**src/rtl/spe_pkg.sv**
```systemverilog
// ----------------------------------------------------------------------------
// spe_pkg
// shared constants and types of the shortest path engine
// ----------------------------------------------------------------------------
package spe_pkg;

	localparam int MAX_NODES = 8;
	localparam int NODE_W    = $clog2(MAX_NODES);
	localparam int MAT_DEPTH = MAX_NODES * MAX_NODES;
	localparam int MAT_AW    = 2 * NODE_W;
	localparam int LEN_W     = 20;
	localparam int SUM_W     = LEN_W + 1;
	localparam int PAR_W     = 4;
	localparam int CNT_W     = 4;
	localparam int WGT_W     = 16;
	localparam int PADDR_W   = 3;
	localparam int PDATA_W   = 32;

	localparam logic [LEN_W-1:0] INF_LEN    = {LEN_W{1'b1}};
	localparam logic [WGT_W-1:0] NO_EDGE_IN = {WGT_W{1'b1}};
	localparam logic [PAR_W-1:0] NO_PARENT  = PAR_W'(MAX_NODES);
	localparam logic [CNT_W-1:0] CNT_MAX    = CNT_W'(MAX_NODES);

	typedef enum logic [1:0] {
		OP_CLEAR    = 2'd0,
		OP_WRITE    = 2'd1,
		OP_DIJKSTRA = 2'd2,
		OP_FLOYD    = 2'd3
	} opcode_t;

	typedef enum logic {
		REG_NODE_COUNT = 1'b0,
		REG_UNDIRECTED = 1'b1
	} reg_index_t;

	typedef struct packed {
		opcode_t             opcode;
		logic [NODE_W-1:0]   from_node;
		logic [NODE_W-1:0]   to_node;
		logic [WGT_W-1:0]    edge_weight;
	} cmd_word_t;

	typedef struct packed {
		logic [NODE_W-1:0]   row_node;
		logic [NODE_W-1:0]   column_node;
		logic [LEN_W-1:0]    path_length;
		logic [PAR_W-1:0]    parent_node;
		logic                last_result;
	} res_word_t;

	typedef struct packed {
		logic [CNT_W-1:0]    node_count;
		logic                undirected_mode;
	} cfg_t;

	typedef struct packed {
		logic                en;
		logic [MAT_AW-1:0]   addr;
		logic [LEN_W-1:0]    data;
	} mat_wr_t;

	typedef enum logic [3:0] {
		ST_IDLE,
		ST_WR2,
		ST_DJ_INIT,
		ST_DJ_SCAN,
		ST_DJ_RELAX,
		ST_DJ_DRAIN,
		ST_FW_IK,
		ST_FW_IKCHK,
		ST_FW_J,
		ST_FW_DRAIN,
		ST_EM_RD,
		ST_EM_WR
	} state_t;

endpackage

```
**src/rtl/shortest_path_engine_top.sv**
```systemverilog
// ----------------------------------------------------------------------------
// shortest_path_engine_top
// adjacency matrix shortest path engine, dijkstra and floyd-warshall
// ----------------------------------------------------------------------------
// Commands are taken one at a time; cmd_stall is high while a command is at
// work. Clear needs no clearing pass (per-entry valid bits), and a mirrored
// edge write adds a second write state. The run time of Dijkstra and
// Floyd-Warshall is set by one adder and comparator shared by all
// relaxations and by the matrix ram's two read ports with registered data.
// Results leave through an output register that holds while res_stall is
// high.
module shortest_path_engine_top import spe_pkg::*; (
	input  logic               clk,
	input  logic               arst_n,
	input  logic               cmd_valid,
	output logic               cmd_stall,
	input  cmd_word_t          cmd,
	output logic               res_valid,
	input  logic               res_stall,
	output res_word_t          res,
	input  logic               psel,
	input  logic               penable,
	input  logic               pwrite,
	input  logic [PADDR_W-1:0] paddr,
	input  logic [PDATA_W-1:0] pwdata,
	output logic [PDATA_W-1:0] prdata,
	output logic               pready
);

	cfg_t              cfg;
	state_t            state_q, state_d;
	logic              accept;
	logic [CNT_W-1:0]  act;
	logic [NODE_W-1:0] last_idx;
	logic              src_ok;

	logic              dj_q;
	logic [NODE_W-1:0] src_q;
	logic [MAT_AW-1:0] mir_addr_q;
	logic [LEN_W-1:0]  mir_val_q;
	logic [NODE_W-1:0] ii_q, jj_q, kk_q, er_q, ec_q;
	logic [NODE_W-1:0] sel_q;
	logic [LEN_W-1:0]  dsel_q, best_q, ik_q;
	logic [LEN_W-1:0]  dist_q [MAX_NODES];
	logic [PAR_W-1:0]  par_q  [MAX_NODES];
	logic [MAX_NODES-1:0] vis_q;
	logic              pv_s1;
	logic [NODE_W-1:0] pj_s1;

	logic              mat_clear;
	mat_wr_t           mat_wr;
	logic [MAT_AW-1:0] raddr_a, raddr_b;
	logic [LEN_W-1:0]  rd_a, rd_b;
	logic              issue;
	logic              load_out;
	logic              out_free;
	res_word_t         res_q;
	logic              res_valid_q;

	logic [LEN_W-1:0]  op_a, cmp_ref;
	logic [SUM_W-1:0]  sum;
	logic              better;
	logic              upd;
	logic [NODE_W-1:0] nsel;
	logic [LEN_W-1:0]  edge_val;
	logic              fw_end, em_end;

	spe_cfg u_cfg (
		.clk    (clk),
		.arst_n (arst_n),
		.psel   (psel),
		.penable(penable),
		.pwrite (pwrite),
		.paddr  (paddr),
		.pwdata (pwdata),
		.prdata (prdata),
		.pready (pready),
		.cfg    (cfg)
	);

	spe_matrix u_matrix (
		.clk    (clk),
		.arst_n (arst_n),
		.clear  (mat_clear),
		.wr     (mat_wr),
		.raddr_a(raddr_a),
		.raddr_b(raddr_b),
		.rdata_a(rd_a),
		.rdata_b(rd_b)
	);

	// active node count, clamped into 1..MAX_NODES
	always_comb begin
		if (cfg.node_count == '0) begin
			act = CNT_W'(1);
		end else if (cfg.node_count > CNT_MAX) begin
			act = CNT_MAX;
		end else begin
			act = cfg.node_count;
		end
	end

	assign last_idx  = NODE_W'(act - CNT_W'(1));
	assign src_ok    = {1'b0, src_q} < act;
	assign cmd_stall = (state_q != ST_IDLE);
	assign accept    = cmd_valid && !cmd_stall;
	assign out_free  = !res_valid_q || !res_stall;
	assign fw_end    = (ii_q == last_idx) && (kk_q == last_idx);
	assign em_end    = (ec_q == last_idx) && (dj_q || er_q == last_idx);
	assign edge_val  = (cmd.edge_weight == NO_EDGE_IN) ? INF_LEN
	                                                   : LEN_W'(cmd.edge_weight);

	// shared adder and comparator
	assign op_a    = dj_q ? dsel_q : ik_q;
	assign cmp_ref = dj_q ? dist_q[pj_s1] : rd_b;
	assign sum     = {1'b0, op_a} + {1'b0, rd_a};
	assign better  = (rd_a != INF_LEN) && (sum < {1'b0, cmp_ref});

	// minimum search, one node a cycle
	assign upd  = !vis_q[ii_q] && (dist_q[ii_q] < best_q);
	assign nsel = upd ? ii_q : sel_q;

	always_comb begin
		state_d = state_q;
		unique case (state_q)
			ST_IDLE: begin
				if (accept) begin
					unique case (cmd.opcode)
						OP_CLEAR:    state_d = ST_IDLE;
						OP_WRITE:    state_d = cfg.undirected_mode ? ST_WR2 : ST_IDLE;
						OP_DIJKSTRA: state_d = ST_DJ_INIT;
						OP_FLOYD:    state_d = ST_FW_IK;
						default:     state_d = ST_IDLE;
					endcase
				end
			end
			ST_WR2:      state_d = ST_IDLE;
			ST_DJ_INIT:  state_d = src_ok ? ST_DJ_SCAN : ST_EM_RD;
			ST_DJ_SCAN:  if (ii_q == last_idx) state_d = ST_DJ_RELAX;
			ST_DJ_RELAX: if (ii_q == last_idx) state_d = ST_DJ_DRAIN;
			ST_DJ_DRAIN: state_d = (kk_q == last_idx) ? ST_EM_RD : ST_DJ_SCAN;
			ST_FW_IK:    state_d = ST_FW_IKCHK;
			ST_FW_IKCHK: begin
				if (rd_a != INF_LEN) begin
					state_d = ST_FW_J;
				end else begin
					state_d = fw_end ? ST_EM_RD : ST_FW_IK;
				end
			end
			ST_FW_J:     if (jj_q == last_idx) state_d = ST_FW_DRAIN;
			ST_FW_DRAIN: state_d = fw_end ? ST_EM_RD : ST_FW_IK;
			ST_EM_RD:    if (out_free) state_d = ST_EM_WR;
			ST_EM_WR:    state_d = em_end ? ST_IDLE : ST_EM_RD;
			default:     state_d = ST_IDLE;
		endcase
	end

	always_comb begin
		mat_clear = 1'b0;
		mat_wr    = '0;
		raddr_a   = '0;
		raddr_b   = '0;
		issue     = 1'b0;
		load_out  = 1'b0;
		unique case (state_q)
			ST_IDLE: begin
				if (accept && cmd.opcode == OP_CLEAR) begin
					mat_clear = 1'b1;
				end
				if (accept && cmd.opcode == OP_WRITE) begin
					mat_wr.en   = 1'b1;
					mat_wr.addr = {cmd.from_node, cmd.to_node};
					mat_wr.data = edge_val;
				end
			end
			ST_WR2: begin
				mat_wr.en   = 1'b1;
				mat_wr.addr = mir_addr_q;
				mat_wr.data = mir_val_q;
			end
			ST_DJ_RELAX: begin
				raddr_a = {sel_q, ii_q};
				issue   = 1'b1;
			end
			ST_FW_IK: begin
				raddr_a = {ii_q, kk_q};
			end
			ST_FW_J: begin
				raddr_a = {kk_q, jj_q};
				raddr_b = {ii_q, jj_q};
				issue   = 1'b1;
			end
			ST_EM_RD: begin
				raddr_a = {er_q, ec_q};
			end
			ST_EM_WR: begin
				load_out = 1'b1;
			end
			default: ;
		endcase
		// floyd-warshall write back of the previous column
		if (pv_s1 && !dj_q && better) begin
			mat_wr.en   = 1'b1;
			mat_wr.addr = {ii_q, pj_s1};
			mat_wr.data = sum[LEN_W-1:0];
		end
	end

	always_ff @(posedge clk or negedge arst_n) begin
		if (!arst_n) begin
			state_q     <= ST_IDLE;
			res_valid_q <= 1'b0;
			pv_s1       <= 1'b0;
			ii_q        <= '0;
			jj_q        <= '0;
			kk_q        <= '0;
			er_q        <= '0;
			ec_q        <= '0;
		end else begin
			state_q <= state_d;
			pv_s1   <= issue;
			if (load_out) begin
				res_valid_q <= 1'b1;
			end else if (!res_stall) begin
				res_valid_q <= 1'b0;
			end
			unique case (state_q)
				ST_IDLE: begin
					ii_q <= '0;
					jj_q <= '0;
					kk_q <= '0;
					er_q <= '0;
					ec_q <= '0;
				end
				ST_DJ_SCAN, ST_DJ_RELAX: begin
					ii_q <= (ii_q == last_idx) ? '0 : ii_q + NODE_W'(1);
				end
				ST_DJ_DRAIN: begin
					kk_q <= kk_q + NODE_W'(1);
				end
				ST_FW_IKCHK, ST_FW_DRAIN: begin
					jj_q <= '0;
					if (state_q == ST_FW_DRAIN || rd_a == INF_LEN) begin
						if (ii_q == last_idx) begin
							ii_q <= '0;
							kk_q <= kk_q + NODE_W'(1);
						end else begin
							ii_q <= ii_q + NODE_W'(1);
						end
					end
				end
				ST_FW_J: begin
					jj_q <= jj_q + NODE_W'(1);
				end
				ST_EM_WR: begin
					if (ec_q == last_idx) begin
						ec_q <= '0;
						er_q <= er_q + NODE_W'(1);
					end else begin
						ec_q <= ec_q + NODE_W'(1);
					end
				end
				default: ;
			endcase
		end
	end

	always_ff @(posedge clk) begin
		pj_s1 <= (state_q == ST_FW_J) ? jj_q : ii_q;
		if (accept) begin
			dj_q       <= (cmd.opcode == OP_DIJKSTRA);
			src_q      <= cmd.from_node;
			mir_addr_q <= {cmd.to_node, cmd.from_node};
			mir_val_q  <= edge_val;
		end
		if (state_q == ST_FW_IKCHK) begin
			ik_q <= rd_a;
		end
		if (state_q == ST_DJ_INIT) begin
			// the source starts at distance zero and is its own parent
			for (int i = 0; i < MAX_NODES; i++) begin
				dist_q[i] <= (src_ok && NODE_W'(i) == src_q) ? '0 : INF_LEN;
				par_q[i]  <= (src_ok && NODE_W'(i) == src_q) ? PAR_W'(src_q)
				                                             : NO_PARENT;
			end
			vis_q  <= '0;
			best_q <= INF_LEN;
			sel_q  <= '0;
		end
		if (state_q == ST_DJ_SCAN) begin
			if (upd) begin
				best_q <= dist_q[ii_q];
				dsel_q <= dist_q[ii_q];
				sel_q  <= ii_q;
			end
			if (ii_q == last_idx) begin
				vis_q[nsel] <= 1'b1;
			end
		end
		if (state_q == ST_DJ_DRAIN) begin
			best_q <= INF_LEN;
		end
		// dijkstra relaxation of the previous node
		if (pv_s1 && dj_q && better) begin
			dist_q[pj_s1] <= sum[LEN_W-1:0];
			par_q[pj_s1]  <= PAR_W'(sel_q);
		end
		if (load_out) begin
			res_q.row_node    <= dj_q ? src_q : er_q;
			res_q.column_node <= ec_q;
			res_q.path_length <= dj_q ? dist_q[ec_q] : rd_a;
			res_q.parent_node <= dj_q ? par_q[ec_q] : NO_PARENT;
			res_q.last_result <= em_end;
		end
	end

	assign res_valid = res_valid_q;
	assign res       = res_q;

endmodule

```
**src/rtl/spe_ram.sv**
```systemverilog
// ----------------------------------------------------------------------------
// spe_ram
// generic ram, one write port, two registered read ports
// ----------------------------------------------------------------------------
module spe_ram #(
	parameter int WIDTH = 20,
	parameter int DEPTH = 64
) (
	input  logic                     clk,
	input  logic                     we,
	input  logic [$clog2(DEPTH)-1:0] waddr,
	input  logic [WIDTH-1:0]         wdata,
	input  logic [$clog2(DEPTH)-1:0] raddr_a,
	input  logic [$clog2(DEPTH)-1:0] raddr_b,
	output logic [WIDTH-1:0]         rdata_a,
	output logic [WIDTH-1:0]         rdata_b
);

	logic [WIDTH-1:0] mem [DEPTH];

	always_ff @(posedge clk) begin
		if (we) begin
			mem[waddr] <= wdata;
		end
		rdata_a <= mem[raddr_a];
		rdata_b <= mem[raddr_b];
	end

endmodule

```
**src/rtl/spe_matrix.sv**
```systemverilog
// ----------------------------------------------------------------------------
// spe_matrix
// weight matrix: ram plus per-entry valid bits, invalid entries read as infinity
// ----------------------------------------------------------------------------
module spe_matrix import spe_pkg::*; (
	input  logic              clk,
	input  logic              arst_n,
	input  logic              clear,
	input  mat_wr_t           wr,
	input  logic [MAT_AW-1:0] raddr_a,
	input  logic [MAT_AW-1:0] raddr_b,
	output logic [LEN_W-1:0]  rdata_a,
	output logic [LEN_W-1:0]  rdata_b
);

	logic [MAT_DEPTH-1:0] valid_q;
	logic                 vld_a_q;
	logic                 vld_b_q;
	logic [LEN_W-1:0]     ram_a;
	logic [LEN_W-1:0]     ram_b;

	spe_ram #(
		.WIDTH(LEN_W),
		.DEPTH(MAT_DEPTH)
	) u_ram (
		.clk    (clk),
		.we     (wr.en),
		.waddr  (wr.addr),
		.wdata  (wr.data),
		.raddr_a(raddr_a),
		.raddr_b(raddr_b),
		.rdata_a(ram_a),
		.rdata_b(ram_b)
	);

	always_ff @(posedge clk or negedge arst_n) begin
		if (!arst_n) begin
			valid_q <= '0;
		end else if (clear) begin
			valid_q <= '0;
		end else if (wr.en) begin
			valid_q[wr.addr] <= 1'b1;
		end
	end

	always_ff @(posedge clk) begin
		vld_a_q <= valid_q[raddr_a];
		vld_b_q <= valid_q[raddr_b];
	end

	assign rdata_a = vld_a_q ? ram_a : INF_LEN;
	assign rdata_b = vld_b_q ? ram_b : INF_LEN;

endmodule

```
**src/rtl/spe_cfg.sv**
```systemverilog
// ----------------------------------------------------------------------------
// spe_cfg
// apb register file: node count and undirected mode
// ----------------------------------------------------------------------------
module spe_cfg import spe_pkg::*; (
	input  logic               clk,
	input  logic               arst_n,
	input  logic               psel,
	input  logic               penable,
	input  logic               pwrite,
	input  logic [PADDR_W-1:0] paddr,
	input  logic [PDATA_W-1:0] pwdata,
	output logic [PDATA_W-1:0] prdata,
	output logic               pready,
	output cfg_t               cfg
);

	cfg_t       cfg_q;
	reg_index_t idx;

	assign idx    = reg_index_t'(paddr[2]);
	assign pready = 1'b1;
	assign cfg    = cfg_q;

	always_ff @(posedge clk or negedge arst_n) begin
		if (!arst_n) begin
			cfg_q.node_count      <= CNT_MAX;
			cfg_q.undirected_mode <= 1'b0;
		end else if (psel && penable && pwrite && pready) begin
			unique case (idx)
				REG_NODE_COUNT: cfg_q.node_count      <= pwdata[CNT_W-1:0];
				REG_UNDIRECTED: cfg_q.undirected_mode <= pwdata[0];
				default: ;
			endcase
		end
	end

	always_comb begin
		prdata = '0;
		unique case (idx)
			REG_NODE_COUNT: prdata[CNT_W-1:0] = cfg_q.node_count;
			REG_UNDIRECTED: prdata[0]         = cfg_q.undirected_mode;
			default: ;
		endcase
	end

endmodule

```
**config.mk**
```make
export PLATFORM = sky130hd
export DESIGN_NAME = shortest_path_engine_top
export DESIGN_NICKNAME = d
export VERILOG_FILES = /design/src/rtl/spe_pkg.sv /design/src/rtl/shortest_path_engine_top.sv /design/src/rtl/spe_ram.sv /design/src/rtl/spe_matrix.sv /design/src/rtl/spe_cfg.sv
export SDC_FILE = /design/constraint.sdc
export NUM_CORES = 2
export LEC_CHECK = 0
export ABC_AREA = 1
export BUFFER_PORTS_ARGS = -buffer_cell sky130_fd_sc_hd__buf_2
export CAP_MARGIN = 20
export CORE_UTILIZATION = 40
export DETAILED_ROUTE_END_ITERATION = 16
export PLACE_DENSITY = 0.59
export SYNTH_ARGS = -nofsm -noshare
export SYNTH_HDL_FRONTEND = slang
export SYNTH_SLANG_ARGS = --single-unit
```
**constraint.sdc**
```tcl
create_clock -name clk -period 12.8 [get_ports clk]
set_input_delay 0 -clock clk [delete_from_list [all_inputs] [get_ports clk]]
set_output_delay 0 -clock clk [all_outputs]
set_load 0.01 [all_outputs]
```
==> impl_metrics.xml <==
<?xml version="1.0" encoding="UTF-8"?>
<metrics>
  <group name="place">
    <metric name="dpl.cell_count" unit="">11800</metric>
    <metric name="gp_congestion" unit="">0.929</metric>
    <metric name="portBuffers" unit="">72</metric>
    <metric name="dpl.hpwl" unit="mm">179</metric>
    <metric name="pre_cts_ws" unit="ps">5710</metric>
  </group>
  <group name="clock_tree">
    <metric name="cts_tree" unit="">done</metric>
    <metric name="numClockSinks" unit="">1733</metric>
    <metric name="ctsLongestPathBuffers" unit="">3</metric>
    <metric name="clk-insertion-delay-late" unit="ps">870</metric>
    <metric name="cts.repair_timing.setup_buffer_count" unit="">0</metric>
    <metric name="cts_inserted_buffers" unit="">188</metric>
    <metric name="clock_pin_slew_on_the_worst_setup_and_hold_paths" unit="ps">60</metric>
    <metric name="cts_htree_levels" unit="">4</metric>
    <metric name="clk_root_buffer_cell" unit="">sky130_fd_sc_hd__clkbuf_16</metric>
  </group>
  <group name="yosys">
    <metric name="fraction_of_synthesized_cell_area_taken_by_the_top_area_cell_type" unit="%">52.5</metric>
    <metric name="synth_enable_flop_cells" unit="">1559</metric>
    <metric name="syn_avg_cell_area" unit="um^2">9.55</metric>
    <metric name="cell_types_with_the_largest_area_share_after_synthesis" unit="">sky130_fd_sc_hd__edfxtp_1 (53%), sky130_fd_sc_hd__o211ai_1 (8.3%), sky130_fd_sc_hd__o21ai_0 (7.0%), sky130_fd_sc_hd__nand2_1 (7.0%), sky130_fd_sc_hd__inv_1 (4.0%)</metric>
    <metric name="share_of_synthesized_area_occupied_by_flip_flops_and_latches" unit="%">56.9</metric>
    <metric name="synthesis.area" unit="um^2">89200</metric>
    <metric name="synth_cells" unit="">9333</metric>
    <metric name="yosys_register_bits" unit="">1733</metric>
    <metric name="yosysTopAreaCell" unit="">sky130_fd_sc_hd__edfxtp_1</metric>
    <metric name="synth-warning-count" unit="">0</metric>
    <metric name="synthArstFlopShare" unit="%">5.19</metric>
    <metric name="netlist-cell-type-count" unit="">62</metric>
    <metric name="ys_dominant_reg_cell" unit="">sky130_fd_sc_hd__edfxtp_1</metric>
  </group>
  <group name="pwr">
    <metric name="power_leakage" unit="nW">37.4</metric>
    <metric name="power.ir.vdd_worst" unit="mV">0.176</metric>
    <metric name="power.density" unit="nW/um^2">176</metric>
  </group>
  <group name="sta">
    <metric name="fin_hold_ws" unit="ps">81.5</metric>
    <metric name="maxSlewHeadroom" unit="%">13.0</metric>
    <metric name="final_total_negative_setup_slack" unit="ps">0</metric>
    <metric name="timing.fmax" unit="MHz">137</metric>
    <metric name="finalSetupViolations" unit="">0</metric>
    <metric name="timing.final.max_slew_violations" unit="">0</metric>
    <metric name="max_slew.worst_pin.slew" unit="ps">1300</metric>
    <metric name="setup_repair_after_global_routing_missed_its_margin" unit="">false</metric>
    <metric name="skew" unit="ps">53.5</metric>
    <metric name="layout_setup_ws" unit="ps">5510</metric>
    <metric name="finalWorstPathRequiredPeriod" unit="ps">7290</metric>
    <metric name="post-route-period-util" unit="%">57.0</metric>
    <metric name="final-hold-violation-count" unit="">0</metric>
  </group>
  <group name="job">
    <metric name="max-cap-violations" unit="">0</metric>
  </group>
  <group name="hold_path">
    <metric name="min_delay_path_class" unit="">input pin to register</metric>
  </group>
  <group name="critical_path">
    <metric name="last_element_of_the_critical_path" unit="">u_matrix.u_ram.mem[37][2]$_DFFE_PP_</metric>
    <metric name="critical_path.startpoint" unit="">dj_q$_DFFE_PP_</metric>
    <metric name="required" unit="ps">13360</metric>
    <metric name="worst_setup_path_end_kind" unit="">register</metric>
    <metric name="cp.arrival" unit="ps">7850</metric>
    <metric name="r2r-start" unit="">dj_q$_DFFE_PP_</metric>
    <metric name="crit_fanout" unit="">82</metric>
    <metric name="critical_path_class" unit="">register to register</metric>
    <metric name="timing.critical_path.from_type" unit="">register</metric>
    <metric name="worst_r2r_path_cells" unit="">27</metric>
    <metric name="r2r-end" unit="">u_matrix.u_ram.mem[37][2]$_DFFE_PP_</metric>
    <metric name="reg2reg_slack" unit="ps">5510</metric>
  </group>
  <group name="routing">
    <metric name="total_vias_in_the_final_route" unit="">73500</metric>
    <metric name="drtIter0Drc" unit="">9667</metric>
    <metric name="vias_per_cell" unit="">6.00</metric>
    <metric name="detailedRoute.firstPassIterationCount" unit="">8</metric>
    <metric name="detail_route.drc_violations" unit="">0</metric>
    <metric name="route.antenna.remaining_nets" unit="">0</metric>
    <metric name="wl_per_cell" unit="um">25.4</metric>
    <metric name="finalWirelength" unit="mm">311</metric>
  </group>
  <group name="cells_and_area">
    <metric name="instances_no_fill" unit="">12200</metric>
    <metric name="final_nets" unit="">9247</metric>
    <metric name="num-fill-cells" unit="">20500</metric>
    <metric name="area_delta_synth_final" unit="%">11.1</metric>
    <metric name="final_layout_size_suffix_gt1_share" unit="%">7.40</metric>
  </group>
  <group name="global_route">
    <metric name="antenna_violations_before_repair" unit="">12</metric>
    <metric name="grt_first_pass_wirelength" unit="mm">447</metric>
    <metric name="grt-ovfl-total" unit="">0</metric>
    <metric name="grt_use_total" unit="%">27.0</metric>
    <metric name="grt_start_max_net_pins" unit="">249</metric>
    <metric name="first_global_vias" unit="">67800</metric>
  </group>
  <group name="die">
    <metric name="die_height" unit="um">474</metric>
    <metric name="initial_core_utilization" unit="%">40.4</metric>
    <metric name="coreArea" unit="um^2">221000</metric>
    <metric name="core.rowCount" unit="">172</metric>
    <metric name="die_w" unit="um">474</metric>
    <metric name="io_pins" unit="">132</metric>
    <metric name="die_area" unit="um^2">225000</metric>
  </group>
  <group name="status">
    <metric name="outcome" unit="">finished clean</metric>
  </group>
</metrics>
## kinds of logic after synthesis
group / Yosys count / synth area share [%]
adders and majority gates: 69 / 0.968
other: 2 / 0.00842
and+or+nand+nor: 2603 / 12.1
DFF: 1733 / 56.9
AOI/OAI and AO/OA: 3118 / 21.6
buffers and inverters: 1766 / 7.95
muxes: 18 / 0.202
xor gates and xnor gates: 24 / 0.236
## cells in the mapped netlist, types with 84 or more instances
cell                       instances
sky130_fd_sc_hd__nand2_1        1657
sky130_fd_sc_hd__edfxtp_1       1559
sky130_fd_sc_hd__o21ai_0        1255
sky130_fd_sc_hd__o211ai_1        982
sky130_fd_sc_hd__inv_1           958
sky130_fd_sc_hd__clkbuf_1        477
sky130_fd_sc_hd__a21oi_1         458
sky130_fd_sc_hd__nand3_1         452
sky130_fd_sc_hd__nor2_1          375
sky130_fd_sc_hd__buf_2           197
sky130_fd_sc_hd__o311ai_0        141
sky130_fd_sc_hd__dfrtp_1          89
sky130_fd_sc_hd__dfxtp_1          84
## worst min path at each step
stage                 start                       end  slack, ps  depth (start not counted)
floorplan            arst_n       ec_q[0]$_DFFE_PN0P_       -300                          0
global placement     arst_n  u_cfg.cfg[0]$_DFFE_PN0P_        -80                          1
detailed placement   arst_n  u_cfg.cfg[0]$_DFFE_PN0P_        -80                          1
CTS                 penable  u_cfg.cfg[0]$_DFFE_PN0P_         20                          4
global route        cmd[18]   mir_addr_q[5]$_DFFE_PP_         70                          2
finish              cmd[18]   mir_addr_q[5]$_DFFE_PP_         80                          2
## where the power goes
group | internal [mW] | switching, mW
clock | 3.05 | 2.33
sequential | 7.09 | 0.214
combinational | 1.17 | 3.55
## per-stage QoR
| step | area (um^2) | utilization [%] | total power [mW] |
|---|---|---|---|
| final | 99000 | 44.9 | 17.4 |
| after global placement | 91900 | 41.7 | 11.9 |
| after detailed placement | 92100 | 41.8 | 12.0 |
| after CTS | 98900 | 44.8 | 17.3 |
| after global routing | 99000 | 44.9 | 18.0 |
| after floorplan | 89300 | - | 10.1 |
## per-layer routing
| layer | track usage [%] | vias to the layer above | share of wire (%) |
|---|---|---|---|
| met4 | 15.3 | 2 | 6.0 |
| li1 | - | 33100 | - |
| met1 | 35.8 | 35400 | 40 |
| met2 | 41.3 | 4190 | 44 |
| met5 | 0 | - | 0.0068 |
| met3 | 5.00 | 809 | 10 |
## final cells by class
cell class,count,area (um^2),share of cell area (%)
sequential,1733,50800,51.3
multi-input combinational,5861,31800,32.1
clock buffer,239,5070,5.12
inverter,984,3710,3.74
tap,2958,3700,3.74
timing repair buffer,344,3020,3.05
clock inverter,114,948,0.958
antenna,6,15.0,0.0152
## worst max-delay path, stage by stage (launching register included)
cell	delay, ps
sky130_fd_sc_hd__edfxtp_1	410
sky130_fd_sc_hd__buf_12	210
sky130_fd_sc_hd__inv_4	560
sky130_fd_sc_hd__nand2_1	140
sky130_fd_sc_hd__nand2_1	110
sky130_fd_sc_hd__ha_1	260
sky130_fd_sc_hd__a21oi_1	210
sky130_fd_sc_hd__o21ai_0	120
sky130_fd_sc_hd__a21oi_1	310
sky130_fd_sc_hd__inv_1	80
sky130_fd_sc_hd__a21oi_1	300
sky130_fd_sc_hd__o21ai_0	180
sky130_fd_sc_hd__nand2_1	90
sky130_fd_sc_hd__nand2_1	60
sky130_fd_sc_hd__xor2_1	160
sky130_fd_sc_hd__buf_4	260
sky130_fd_sc_hd__inv_1	70
sky130_fd_sc_hd__ha_1	180
sky130_fd_sc_hd__a21oi_1	160
sky130_fd_sc_hd__o21bai_1	100
sky130_fd_sc_hd__nor2_2	120
sky130_fd_sc_hd__o2111ai_2	200
sky130_fd_sc_hd__inv_4	200
sky130_fd_sc_hd__nand3_4	250
sky130_fd_sc_hd__inv_2	840
sky130_fd_sc_hd__nand2_1	220
sky130_fd_sc_hd__o21ai_4	390
sky130_fd_sc_hd__buf_4	550
## repair_timing
action / CTS / global route
hold buffers: 71 / 0
gates resized for setup: 0 / 0
endpoints found under the hold margin: 188 / 0
endpoints found under the setup margin: 0 / 0
## sequential cells by signal, indices dropped and copies added (netlist names), 4 cells and up
name,flops
u_matrix.u_ram.mem,1280
dist_q,160
u_matrix.valid_q,64
par_q,32
res,31
best_q,20
dsel_q,20
ik_q,20
u_matrix.u_ram.rdata_a,20
u_matrix.u_ram.rdata_b,20
mir_val_q,17
vis_q,8
u_cfg.cfg,5
mir_addr_q,4
state_q,4
## placed cells by master (no fill, tap or decap), drive strengths merged, types with 70 or more instances in the layout
cell type | synthesis | layout
clkbuf | 477 | 239
nand2 | 1667 | 1667
o211ai | 982 | 982
dlygate4sd3 | 0 | 70
dfrtp | 89 | 89
o21ai | 1270 | 1270
o311ai | 142 | 142
inv | 974 | 982
buf | 305 | 272
nor2 | 407 | 407
dfxtp | 84 | 84
nand3 | 455 | 455
clkinv | 10 | 99
a21oi | 459 | 459
edfxtp | 1559 | 1559
o22ai | 81 | 81
Note: power is estimated with default switching activity, not from simulation.
